## src/sv/osd_char_screen_writer_top_defines.svh

```systemverilog
// ----------------------------------------------------------------------------
// OSD character screen writer assertion macros
// Shared concurrent assertion forms used by the screen writer top level.
// ----------------------------------------------------------------------------
`ifndef OSD_CHAR_SCREEN_WRITER_TOP_DEFINES_SVH
`define OSD_CHAR_SCREEN_WRITER_TOP_DEFINES_SVH

// The consequent must hold in the same cycle as the antecedent.
`define OCSW_ASSERT_SAME(lbl, clk, rst_n, ante, cons, msg) \
    lbl: assert property (@(posedge clk) disable iff (!rst_n) (ante) |-> (cons)) \
        else $error(msg);

// The consequent must hold in the cycle after the antecedent.
`define OCSW_ASSERT_NEXT(lbl, clk, rst_n, ante, cons, msg) \
    lbl: assert property (@(posedge clk) disable iff (!rst_n) (ante) |=> (cons)) \
        else $error(msg);

`endif

```

## src/sv/ocsw_pkg.sv

```systemverilog
// ----------------------------------------------------------------------------
// OSD character screen writer package
// Codes, field widths and the parser-to-memory command type.
// ----------------------------------------------------------------------------
`default_nettype none

package ocsw_pkg;

    localparam int CODE_W = 9;

    // Item kinds on the input channel.
    localparam logic [1:0] KIND_BYTE = 2'd0;
    localparam logic [1:0] KIND_READ = 2'd1;
    localparam logic [1:0] KIND_DISC = 2'd2;

    // Sub-commands seen while waiting for a sub-command.
    localparam logic [7:0] SUB_CLEAR  = 8'h02;
    localparam logic [7:0] SUB_STRING = 8'h03;

    // Info byte layout.
    localparam int INFO_EXT_BIT = 7;

    // Parser phases.
    localparam logic [2:0] PH_SUBCMD = 3'd0;
    localparam logic [2:0] PH_ROW    = 3'd1;
    localparam logic [2:0] PH_COL    = 3'd2;
    localparam logic [2:0] PH_INFO   = 3'd3;
    localparam logic [2:0] PH_CHARS  = 3'd4;

    // Command from the parser to the screen memory.
    typedef struct packed {
        logic              wr_en;
        logic              clr_start;
        logic [CODE_W-1:0] wr_code;
    } t_ps_cmd;

endpackage

`default_nettype wire

```

## src/sv/ocsw_parser.sv

```systemverilog
// ----------------------------------------------------------------------------
// OSD command parser
// Walks the sub-command, row, column, info and character bytes of a string
// and turns each on-screen character into a memory write and a clear into a sweep start.
// ----------------------------------------------------------------------------
`default_nettype none

module ocsw_parser #(
    parameter int SCREEN_ROW_COUNT = 22,
    parameter int SCREEN_COL_COUNT = 60,
    parameter int AW               = 11
) (
    input  wire logic                i_clk,
    input  wire logic                i_rst_n,
    input  wire logic                i_byte_en,
    input  wire logic                i_disc,
    input  wire logic [7:0]          i_byte,
    output ocsw_pkg::t_ps_cmd        o_cmd,
    output logic      [AW-1:0]       o_wr_addr
);

    localparam int SW = ((AW > 9) ? AW : 9) + 1;

    logic [2:0]    r_phase,    n_phase;
    logic          r_row_ok,   n_row_ok;
    logic [AW-1:0] r_row_base, n_row_base;
    logic [7:0]    r_col,      n_col;
    logic [6:0]    r_len,      n_len;
    logic [6:0]    r_pos,      n_pos;
    logic          r_ext,      n_ext;

    logic [8:0]    w_col_sum;
    logic          w_col_ok;
    logic [15:0]   w_row_prod;
    logic [6:0]    w_pos_inc;

    assign w_col_sum  = {1'b0, r_col} + {2'b00, r_pos};
    assign w_col_ok   = (w_col_sum < 9'(SCREEN_COL_COUNT));
    assign w_row_prod = 16'(i_byte) * 16'(SCREEN_COL_COUNT);
    assign w_pos_inc  = r_pos + 7'd1;

    assign o_cmd.wr_en     = i_byte_en && (r_phase == ocsw_pkg::PH_CHARS)
                             && r_row_ok && w_col_ok;
    assign o_cmd.clr_start = i_byte_en && (r_phase == ocsw_pkg::PH_SUBCMD)
                             && (i_byte == ocsw_pkg::SUB_CLEAR);
    assign o_cmd.wr_code   = {r_ext, i_byte};
    assign o_wr_addr       = AW'(SW'(r_row_base) + SW'(w_col_sum));

    always_comb begin
        n_phase    = r_phase;
        n_row_ok   = r_row_ok;
        n_row_base = r_row_base;
        n_col      = r_col;
        n_len      = r_len;
        n_pos      = r_pos;
        n_ext      = r_ext;
        if (i_disc) begin
            n_phase = ocsw_pkg::PH_SUBCMD;
        end else if (i_byte_en) begin
            unique case (r_phase)
                ocsw_pkg::PH_SUBCMD: begin
                    if (i_byte == ocsw_pkg::SUB_STRING) begin
                        n_row_ok   = 1'b0;
                        n_row_base = '0;
                        n_col      = '0;
                        n_len      = '0;
                        n_pos      = '0;
                        n_ext      = 1'b0;
                        n_phase    = ocsw_pkg::PH_ROW;
                    end
                end
                ocsw_pkg::PH_ROW: begin
                    // Only an on-screen row gets a base; off-screen rows never write.
                    n_row_ok   = (i_byte < 8'(SCREEN_ROW_COUNT));
                    n_row_base = n_row_ok ? AW'(w_row_prod) : '0;
                    n_phase    = ocsw_pkg::PH_COL;
                end
                ocsw_pkg::PH_COL: begin
                    n_col   = i_byte;
                    n_phase = ocsw_pkg::PH_INFO;
                end
                ocsw_pkg::PH_INFO: begin
                    n_ext   = i_byte[ocsw_pkg::INFO_EXT_BIT];
                    n_len   = i_byte[6:0];
                    n_pos   = '0;
                    n_phase = (i_byte[6:0] == 7'd0) ? ocsw_pkg::PH_SUBCMD
                                                    : ocsw_pkg::PH_CHARS;
                end
                ocsw_pkg::PH_CHARS: begin
                    n_pos = w_pos_inc;
                    if (w_pos_inc == r_len) begin
                        n_phase = ocsw_pkg::PH_SUBCMD;
                    end
                end
                default: begin
                    n_phase = ocsw_pkg::PH_SUBCMD;
                end
            endcase
        end
    end

    always_ff @(posedge i_clk) begin
        if (!i_rst_n) begin
            r_phase    <= ocsw_pkg::PH_SUBCMD;
            r_row_ok   <= 1'b0;
            r_row_base <= '0;
            r_col      <= '0;
            r_len      <= '0;
            r_pos      <= '0;
            r_ext      <= 1'b0;
        end else begin
            r_phase    <= n_phase;
            r_row_ok   <= n_row_ok;
            r_row_base <= n_row_base;
            r_col      <= n_col;
            r_len      <= n_len;
            r_pos      <= n_pos;
            r_ext      <= n_ext;
        end
    end

endmodule

`default_nettype wire

```

## config.mk

```make
export PLATFORM = sky130hd
export DESIGN_NAME = ocsw_parser
export DESIGN_NICKNAME = d
export VERILOG_FILES = /design/src/sv/osd_char_screen_writer_top_defines.svh /design/src/sv/ocsw_pkg.sv /design/src/sv/ocsw_parser.sv
export SDC_FILE = /design/constraint.sdc
export NUM_CORES = 1
export LEC_CHECK = 0
export ABC_AREA = 0
export BUFFER_PORTS_ARGS = -buffer_cell sky130_fd_sc_hd__buf_4
export CAP_MARGIN = 0
export CORE_ASPECT_RATIO = 0.6
export CORE_MARGIN = 1
export CORE_UTILIZATION = 45
export CTS_CLUSTER_SIZE = 14
export DETAILED_ROUTE_END_ITERATION = 8
export PLACE_DENSITY_LB_ADDON = 0.12
export RECOVER_POWER = 100
export SLEW_MARGIN = 20
export SYNTH_ARGS = -nofsm -noshare
export SYNTH_HDL_FRONTEND = slang
export SYNTH_SLANG_ARGS = --single-unit
```

## constraint.sdc

```tcl
create_clock -name i_clk -period 3.9 [get_ports i_clk]
set_clock_uncertainty 0.15 [all_clocks]
set_input_delay 0.78 -clock i_clk [delete_from_list [all_inputs] [get_ports i_clk]]
set_output_delay 0.78 -clock i_clk [all_outputs]
set_load 0.05 [all_outputs]
```

==> flow_summary_export.csv, run 1 <==
group,metric,value,unit
synth,synth-compound-area-share,0.202,
power,power_density,253,mW/mm^2
synth,synth_most_common_cell,"dfxtp_1",
synth,synth.largest_area_cell,"dfxtp_1",
status,violations,"negative setup slack",
placed_design,gp_congestion,0.905,
synth,synth_seq_cells,36,
route,viasPerCell,5.45,
grt,grt_pass1_wl,13.0,mm
cts,numCtsBuffers,5,
setup_path,critical_path_class,"reg -> out",
route,drt_iter0_drc,147,
floorplanning,chipWidth,110,um
route,routedWlPerCell,15.5,um
setup_path,crit_path_max_fanout,4,
timing,period_needed,4.00,ns
placed_design,io_buffers,33,
grt,grt_usage,0.224,
floorplanning,dieArea,0.00741,sq mm
synth,synth-seq-area-share,0.227,
synth,synth_flop_cell,"dfxtp_1",
timing,finalCritPeriodShare,1.03,
finish,antenna_cells,0,
cts,path_clk_slew,0.06,ns
setup_path,reg2reg_from,"r_pos[0]",
synth,synth-simple-area-share,0.219,
finish,fillers,637,
synth,syn_nets,435,
cts,cts_tree,"built",
synth,synthXorXnorAreaFrac,0.0661,
hold_path,hold_path.class,"reg -> reg",
cts,cts_hold_buf,0,
grt,gr-total-overflow,0,
timing,setup_ws,-0.0995,ns
setup_path,start_kind,"register",
synth,synth_top_family_by_area,"simple AND/OR/NAND/NOR gates",
finish,finalNonFillerCells,509,
synth,synthCells,380,
finish,syn_to_final_growth,20.2,%
cts,clkLatencyLatePin,0.28,ns
power,vdd_drop_max,163,uV
synth,synth_area_leaders,"dfxtp_1 (23%), ha_1 (12%), fa_1 (8.2%)",
synth,synth_cell_types,58,
synth,synth_fa_ha_area_frac,0.200,
floorplanning,num_io_pins,34,
timing,timing.slew.headroom,0.541,
synth,synth_edf_count,0,
cts,h-tree-depth,2,
synth,yosys-top-cells-count,"dfxtp_1 (36), inv_1 (34), ha_1 (30), nor2_1 (28), nor2b_1 (27)",
floorplanning,initial_core_util,0.470,
job,maxCapViolCount,0,
setup_path,startpoint,"r_pos[0]",
placed_design,dp.cells,489,
grt,antenna_found_initial,0,
timing,finalHoldViolations,0,
cts,root_buffer,"clkbuf_16",
timing,rsz0062_at_grt,"true",
route,totalWireLength,7.90,mm
route,drcViolationCount,0,
timing,max_slew.worst_pin.slew,0.688,ns
synth,yosys_warnings,0,
timing,final_max_slew_viol_count,0,
power,leakagePower,1.64,nW
floorplanning,coreArea,0.00676,sq mm
status,status,"finished with violations",
synth,synthArstFlopShare,0,
synth,synth_top_area_frac,0.227,
finish,final_nets,476,
synth,syn-cell-area,0.00318,sq mm
route,vias,2775,
timing,timing.fmax,250,MHz
finish,drive_gt1_frac,0.187,
synth,muxShareOfSynthArea,0.00984,
cts,ctsLongestPathBuffers,2,
setup_path,worstPathRequired,2.97,ns
route,ant_nets,0,
floorplanning,dieHeight,67.1,um
synth,syn_area_per_cell,8.36,sq um
placed_design,dp_hpwl,6.00,mm
route,drt_first_pass_iters,4,
setup_path,end_kind,"output port",
hold_path,min-delay-start,"r_row_ok",
timing,setup_viol,3,
floorplanning,num_rows,23,
grt,grt_max_degree,36,
setup_path,cp.arrival,3.07,ns
grt,grt_pass1_vias,2525,
cts,clock-sinks,36,
timing,setup_tns,-0.161,ns
power,total_power,0.968,mW
## placed cells by master, fill, tap and decap left out, types with 3 or more instances in the layout
| cell type | instances |
|---|---|
| a31oi_1 | 4 |
| buf_4 | 26 |
| nand3b_1 | 3 |
| nor3_1 | 6 |
| or2_2 | 4 |
| ha_4 | 3 |
| xor2_1 | 6 |
| inv_1 | 33 |
| o21a_1 | 9 |
| a21oi_1 | 17 |
| nand2_1 | 15 |
| nand2_2 | 3 |
| nand3_1 | 7 |
| a21o_1 | 4 |
| buf_6 | 7 |
| a22oi_1 | 14 |
| ha_1 | 27 |
| dfxtp_1 | 33 |
| o21ai_0 | 19 |
| fa_1 | 11 |
| o21bai_1 | 3 |
| clkbuf_1 | 20 |
| nor2_1 | 26 |
| xnor2_2 | 4 |
| xnor2_1 | 14 |
| nor2b_1 | 27 |
| clkbuf_16 | 5 |
| and3_1 | 10 |
| nand2b_1 | 5 |
## metrics by stage
stage	area (sq um)	utilization	hold slack, ns	setup WS, ns
global route	3820	0.565	0.399	-0.287
CTS	3850	0.570	0.363	-0.117
global placement	3560	0.526	0.334	0.0393
finish	3820	0.565	0.364	-0.0995
detailed placement	3560	0.526	0.346	-0.0278
floorplan	3250	-	0.313	-0.0296
## cell families after synthesis
logic type,after synthesis
simple gates,126
compound gates,94
buf+inv,54
fa+ha+maj,43
flops,36
xor+xnor,24
mux,3
## state kept, by name, summed over array words and instances (netlist names)
signal	cells
r_ext	1
r_col	8
r_phase	3
r_pos	7
r_row_base	9
r_len	7
r_row_ok	1
## area by class of cell
class	count	area [sq um]	area share
Clock inverter	2	12.5	0.00328
Clock buffer	6	129	0.0337
Timing Repair Buffer	54	358	0.0937
Multi-Input combinational cell	290	2350	0.616
Sequential cell	36	729	0.191
Tap cell	87	109	0.0285
Inverter	34	128	0.0334
## path summary, 6_finish.rpt
| path | end | slack [ns] | depth (start not counted) |
|---|---|---|---|
| max | o_wr_addr[10] | -0.1 | 13 |
| min | r_row_ok | 0.36 | 2 |
| max reg2reg | r_phase[2] | 1.43 | 7 |
| min reg2reg | r_row_ok | 0.36 | 2 |
## where the power goes
part	leakage [nW]	switching (mW)	internal (mW)
Sequential	0.292	0.0000315	0.366
Combinational	1.28	0.127	0.0862
Clock	0.0669	0.152	0.236
Total	1.64	0.279	0.688
## layer usage
metal  up-vias  wire length, um  global-route usage
met1      1313             4380               0.345
met2        69             3080               0.318
met5         -                0                   0
met4         0               67              0.0450
met3         6              368              0.0391
li1       1387                -                   -
## worst max-delay path, stage by stage (launching register included)
cell      delay (ns)
dfxtp_4         0.36
ha_4            0.13
inv_2           0.04
fa_2            0.35
nand2b_4        0.17
a21oi_4         0.16
mux2i_1         0.25
nand2_1         0.12
ha_4            0.30
a21boi_2        0.16
o21ai_2         0.07
a2111o_1        0.36
o211ai_1        0.08
buf_4           0.22
## what timing repair did
action / 4_1_cts / 5_1_grt
setup buffers: 11 / 4
endpoints found under the setup margin: 4 / 5
pin swaps: 13 / 7
gates resized for setup: 21 / 9
Power figures use the tool's default switching activity.
==> run 2, diff against run 1 <==
--- a/config.mk
+++ b/config.mk
@@ -10,7 +10,7 @@
 export CAP_MARGIN = 0
 export CORE_ASPECT_RATIO = 0.6
 export CORE_MARGIN = 1
-export CORE_UTILIZATION = 45
+export CORE_UTILIZATION = 50
 export CTS_CLUSTER_SIZE = 14
 export DETAILED_ROUTE_END_ITERATION = 8
 export PLACE_DENSITY_LB_ADDON = 0.12
==> constraint.sdc (replaced) <==
create_clock -name i_clk -period 3.3 [get_ports i_clk]
set_clock_uncertainty 0.15 [all_clocks]
set_input_delay 0.66 -clock i_clk [delete_from_list [all_inputs] [get_ports i_clk]]
set_output_delay 0.66 -clock i_clk [all_outputs]
set_load 0.05 [all_outputs]
==> run 2 against run 1 <==
- the run still ends with negative setup slack left
- cell count is 7.5% higher
- global-route usage grew 4.6 points
- hold slack better by 0.017 ns
- non-clock buffer count grew 41
- utilization rose by 13 points
- critical path type unchanged
- critical endpoint unchanged
- largest cell class unchanged
==> flow_summary_export.csv, run 2 (same netlist as run 1, synthesis figures left out) <==
group,metric,value,unit
timing,setup_ws,-0.581,ns
finish,final_common_cell,"buf_4",
finish,antenna_cells,0,
timing,timing.fmax,258,MHz
setup_path,critical_path_class,"reg -> out",
floorplanning,initial_core_util,0.520,
floorplanning,coreArea,0.00611,sq mm
cts,path_clk_slew,0.08,ns
status,violations,"negative setup slack",
route,totalWireLength,8.58,mm
finish,syn_to_final_growth,34.4,%
finish,mostFrequentLayoutCells,"buf_4 (60), inv_1 (32), dfxtp_1 (32)",
route,routedWlPerCell,15.7,um
power,total_power,1.05,mW
cts,cts_tree,"built",
route,drt_iter0_drc,214,
timing,finalHoldViolations,0,
cts,h-tree-depth,2,
setup_path,start_kind,"register",
grt,grt_pass1_wl,14.0,mm
job,maxCapViolCount,0,
cts,numCtsBuffers,5,
placed_design,place_ws,-0.379,ns
floorplanning,dieHeight,63.8,um
setup_path,startpoint,"r_pos[0]",
power,leakagePower,1.89,nW
grt,antenna_found_initial,0,
finish,fin_util,0.699,
route,drt_first_pass_iters,5,
hold_path,min_to,"r_row_ok",
setup_path,reg2reg_depth,8,
placed_design,gp_congestion,0.883,
setup_path,crit_path_max_fanout,2,
timing,finalCritPeriodShare,1.18,
grt,gr-total-overflow,0,
grt,grt_usage,0.270,
cts,clock-sinks,36,
grt,grt_pass1_vias,2802,
placed_design,dp_hpwl,6.41,mm
timing,final_max_slew_viol_count,0,
finish,reg.largest.list,"r_row_base x9, r_col x8",
cts,ctsLongestPathBuffers,2,
setup_path,reg2reg_setup_slack,0.70,ns
cts,root_buffer,"clkbuf_8",
hold_path,hold_path.class,"reg -> reg",
finish,largest-register,"r_row_base",
route,vias,2954,
setup_path,reg2reg_from,"r_pos[0]",
grt,grt_max_degree,36,
finish,drive_gt1_frac,0.296,
setup_path,r2r-end,"r_phase[2]",
timing,period_needed,3.88,ns
status,status,"finished with violations",
floorplanning,num_io_pins,34,
finish,largest_register_ffs,9,
setup_path,cp.arrival,3.07,ns
timing,rsz0062_at_grt,"true",
timing,max_slew.worst_pin.slew,0.669,ns
route,drcViolationCount,0,
power,power_density,246,mW/mm^2
power,vdd_drop_max,170,uV
hold_path,min-delay-start,"r_row_ok",
floorplanning,dieArea,0.00669,sq mm
timing,timing.slew.headroom,0.554,
cts,clkLatencyLatePin,0.30,ns
setup_path,worstPathRequired,2.49,ns
setup_path,end_kind,"output port",
route,ant_nets,0,
hold_path,whs_path_depth,2,
floorplanning,num_rows,22,
floorplanning,chipWidth,105,um
placed_design,io_buffers,33,
timing,setup_viol,8,
finish,final_nets,517,
route,viasPerCell,5.40,
run 2: worst max-delay path by stage:
stage	endpoint	cells after the start	slack (ns)
after floorplan	o_wr_addr[10]	12	-0.47
after global placement	o_wr_addr[10]	14	-0.31
after detailed placement	o_wr_addr[9]	12	-0.38
after CTS	o_wr_addr[10]	14	-0.60
after global routing	o_wr_addr[10]	12	-0.78
final	o_wr_addr[10]	14	-0.58
run 2: through the flow:
stage	instances	hold slack (ns)	area, sq um	setup TNS (ns)
after global routing	547	0.415	4270	-3.83
after global placement	526	0.343	3910	-0.934
final	547	0.381	4270	-2.59
after CTS	546	0.383	4250	-2.77
after floorplan	380	0.313	3310	-1.10
after detailed placement	526	0.369	3910	-1.37
run 2: per-layer routing:
metal | global-route usage | vias to the layer above | routed length, um
met1 | 0.396 | 1377 | 4400
li1 | - | 1477 | -
met2 | 0.412 | 87 | 3690
met3 | 0.0357 | 13 | 350
met4 | 0.0863 | 0 | 137
met5 | 0 | - | 0
run 2: layout make-up:
class	count	area, sq um
Fill cell	520	1840
Clock buffer	5	68.8
Clock inverter	3	21.3
Sequential cell	36	728
Tap cell	84	105
Timing Repair Buffer	95	707
Multi-Input combinational cell	290	2510
Inverter	34	128
run 2: repair_timing:
action | 4_1_cts | 5_1_grt
setup buffers | 16 | 1
endpoints found under the setup margin | 8 | 9
pin swaps | 25 | 11
hold buffers | 0 | 0
resized for setup | 36 | 13
run 2: where the power goes:
part           switching [mW]  total [mW]  internal (mW)
sequential          0.0000376       0.433          0.433
clock                   0.179       0.329          0.150
combinational           0.158       0.288          0.130
run 2: critical path, stage by stage, from the launching register on:
cell,delay [ns]
dfxtp_4,0.37
ha_4,0.13
inv_2,0.03
fa_2,0.34
nand2b_1,0.10
and2_1,0.13
ha_2,0.18
inv_2,0.04
fa_2,0.35
nand3b_1,0.20
a21boi_2,0.15
o21ai_2,0.07
a2111o_1,0.35
o211ai_1,0.09
buf_4,0.23
==> run 3, diff against run 2 <==
--- a/config.mk
+++ b/config.mk
@@ -15,6 +15,7 @@
 export DETAILED_ROUTE_END_ITERATION = 8
 export PLACE_DENSITY_LB_ADDON = 0.12
 export RECOVER_POWER = 100
+export SKIP_LAST_GASP = 1
 export SLEW_MARGIN = 20
 export SYNTH_ARGS = -nofsm -noshare
 export SYNTH_HDL_FRONTEND = slang
==> run 3 against run 2 <==
- the run still ends with negative setup slack left
- global-route usage is 0.067 points lower
- combinational power about the same
- sequential share of layout area rose by 0.27 points
- total power hardly changed
- routed wire length shrank 1.1%
- design area decreased by 1.6%
- first-iteration DRC count fell by 21%
- cell count is the same
- critical path type unchanged
- largest cell class unchanged
==> flow_summary_export.csv, run 3 (same netlist as run 1, synthesis figures left out) <==
group,metric,value,unit
status,status,"finished with violations",
status,violations,"negative setup slack",
grt,grt_max_degree,36,
timing,finalHoldViolations,0,
finish,multi_input_area,0.00246,sq mm
floorplanning,chipWidth,105,um
finish,mostFrequentLayoutCells,"buf_4 (63), inv_1 (32), dfxtp_1 (32)",
hold_path,min-delay-start,"r_row_ok",
hold_path,whs_path_depth,2,
cts,clock-sinks,36,
finish,final_nets,517,
grt,gr-total-overflow,0,
grt,met2_usage,0.414,
finish,final_common_cell,"buf_4",
setup_path,r2r-end,"r_phase[2]",
grt,grt_pass1_wl,14.0,mm
grt,grt_usage,0.270,
timing,max_slew.worst_pin.slew,0.656,ns
route,routedWlPerCell,15.5,um
route,viasPerCell,5.41,
cts,root_buffer,"clkbuf_8",
finish,fillers,531,
grt,grt_use_met3,0.0357,
timing,timing.fmax,259,MHz
grt,grt.busiest_layer,"met2",
floorplanning,dieHeight,63.8,um
power,power_density,250,mW/mm^2
grt,use_met1,0.393,
hold_path,hold_path.class,"reg -> reg",
cts,h-tree-depth,2,
finish,drive_gt1_frac,0.285,
route,drt_first_pass_iters,5,
setup_path,worstPathRequired,2.49,ns
route,totalWireLength,8.48,mm
timing,rsz0062_at_grt,"true",
cts,cts_tree,"built",
timing,finalCritPeriodShare,1.17,
setup_path,reg2reg_depth,8,
floorplanning,coreArea,0.00611,sq mm
power,vdd_drop_max,170,uV
placed_design,dp_hpwl,6.41,mm
finish,syn_to_final_growth,32.3,%
floorplanning,dieArea,0.00669,sq mm
setup_path,reg2reg_from,"r_pos[0]",
floorplanning,num_rows,22,
placed_design,gp_congestion,0.883,
setup_path,critical_path_class,"reg -> out",
timing,setup_viol,8,
route,drt_iter0_drc,168,
finish,design_area,0.00420,sq mm
finish,antenna_cells,0,
timing,setup_ws,-0.562,ns
hold_path,min_to,"r_row_ok",
timing,period_needed,3.86,ns
finish,seqCellArea,728,sq um
floorplanning,num_io_pins,34,
cts,numCtsBuffers,5,
route,drcViolationCount,0,
finish,largest-register,"r_row_base",
placed_design,place_ws,-0.379,ns
setup_path,start_kind,"register",
finish,finalNonFillerCells,547,
cts,path_clk_slew,0.08,ns
setup_path,reg2reg_setup_slack,0.74,ns
cts,ctsLongestPathBuffers,2,
job,maxCapViolCount,0,
timing,timing.slew.headroom,0.562,
route,vias,2959,
cts,clkLatencyLatePin,0.30,ns
setup_path,end_kind,"output port",
placed_design,dp.cells,526,
route,ant_nets,0,
grt,grt_pass1_vias,2800,
power,total_power,1.05,mW
cts,cts_hold_buf,0,
placed_design,io_buffers,33,
finish,reg.largest.list,"r_row_base x9, r_col x8",
floorplanning,initial_core_util,0.520,
setup_path,crit_path_max_fanout,3,
finish,largest_register_ffs,9,
placed_design,placed_area,0.00391,sq mm
power,leakagePower,1.87,nW
grt,antenna_found_initial,0,
timing,final_max_slew_viol_count,0,
setup_path,cp.arrival,3.05,ns
run 3: cell count changes in the layout (fill, tap and decap cells not counted), moves of 2 or more:
cell | previous run | this run
buf_4 | 60 | 63
buf_6 | 15 | 12
nand2_2 | 1 | 3
nand2_4 | 2 | 0
run 3: worst max-delay path, cell delays in order (launching register included):
cell,delay (ns)
dfxtp_4,0.36
ha_4,0.16
buf_4,0.13
a211oi_4,0.26
o21ai_0,0.18
a21oi_1,0.27
nor2_1,0.11
xor2_1,0.16
ha_1,0.31
buf_4,0.12
nor2_1,0.03
o21bai_1,0.22
o41ai_4,0.13
xnor2_2,0.15
buf_6,0.18
run 3: cell type report:
cell class              count  share of cell area
repair buffers             95               0.165
clock inverters             3             0.00506
inverters                  34              0.0304
clock buffers               5              0.0164
well taps                  84              0.0250
multi-input cells         290               0.585
flip-flops and latches     36               0.173
run 3: metal layers:
metal,vias up,share of wire
li1,1472,-
met1,1381,0.51
met2,93,0.43
met3,13,0.050
met4,0,0.016
met5,-,0
run 3: timing repair:
action	in CTS	in global routing
gates resized for setup	32	5
setup endpoints to repair	8	9
hold endpoints to repair	0	0
gates cloned	0	0
buffers inserted	16	2
pin swaps	25	10
run 3: report_power, final:
group	internal [mW]	total, mW	switching [mW]
Clock	0.150	0.329	0.179
Combinational	0.130	0.288	0.158
Sequential	0.433	0.433	0.0000368
run 3: worst max path at each step:
stage / from / end / cells past startpoint
floorplan: r_pos[0] / o_wr_addr[10] / 12
global placement: r_col[0] / o_wr_addr[10] / 14
detailed placement: r_pos[1] / o_wr_addr[9] / 12
CTS: r_pos[0] / o_wr_addr[10] / 14
global route: r_pos[0] / o_wr_addr[10] / 14
finish: r_pos[0] / o_wr_addr[9] / 14
run 3: stage by stage:
step,TNS [ns],util,hold slack (ns)
after floorplan,-1.10,-,0.313
after global placement,-0.934,0.640,0.343
after detailed placement,-1.37,0.640,0.369
after CTS,-2.81,0.691,0.383
after global routing,-3.96,0.688,0.415
final,-2.74,0.688,0.382
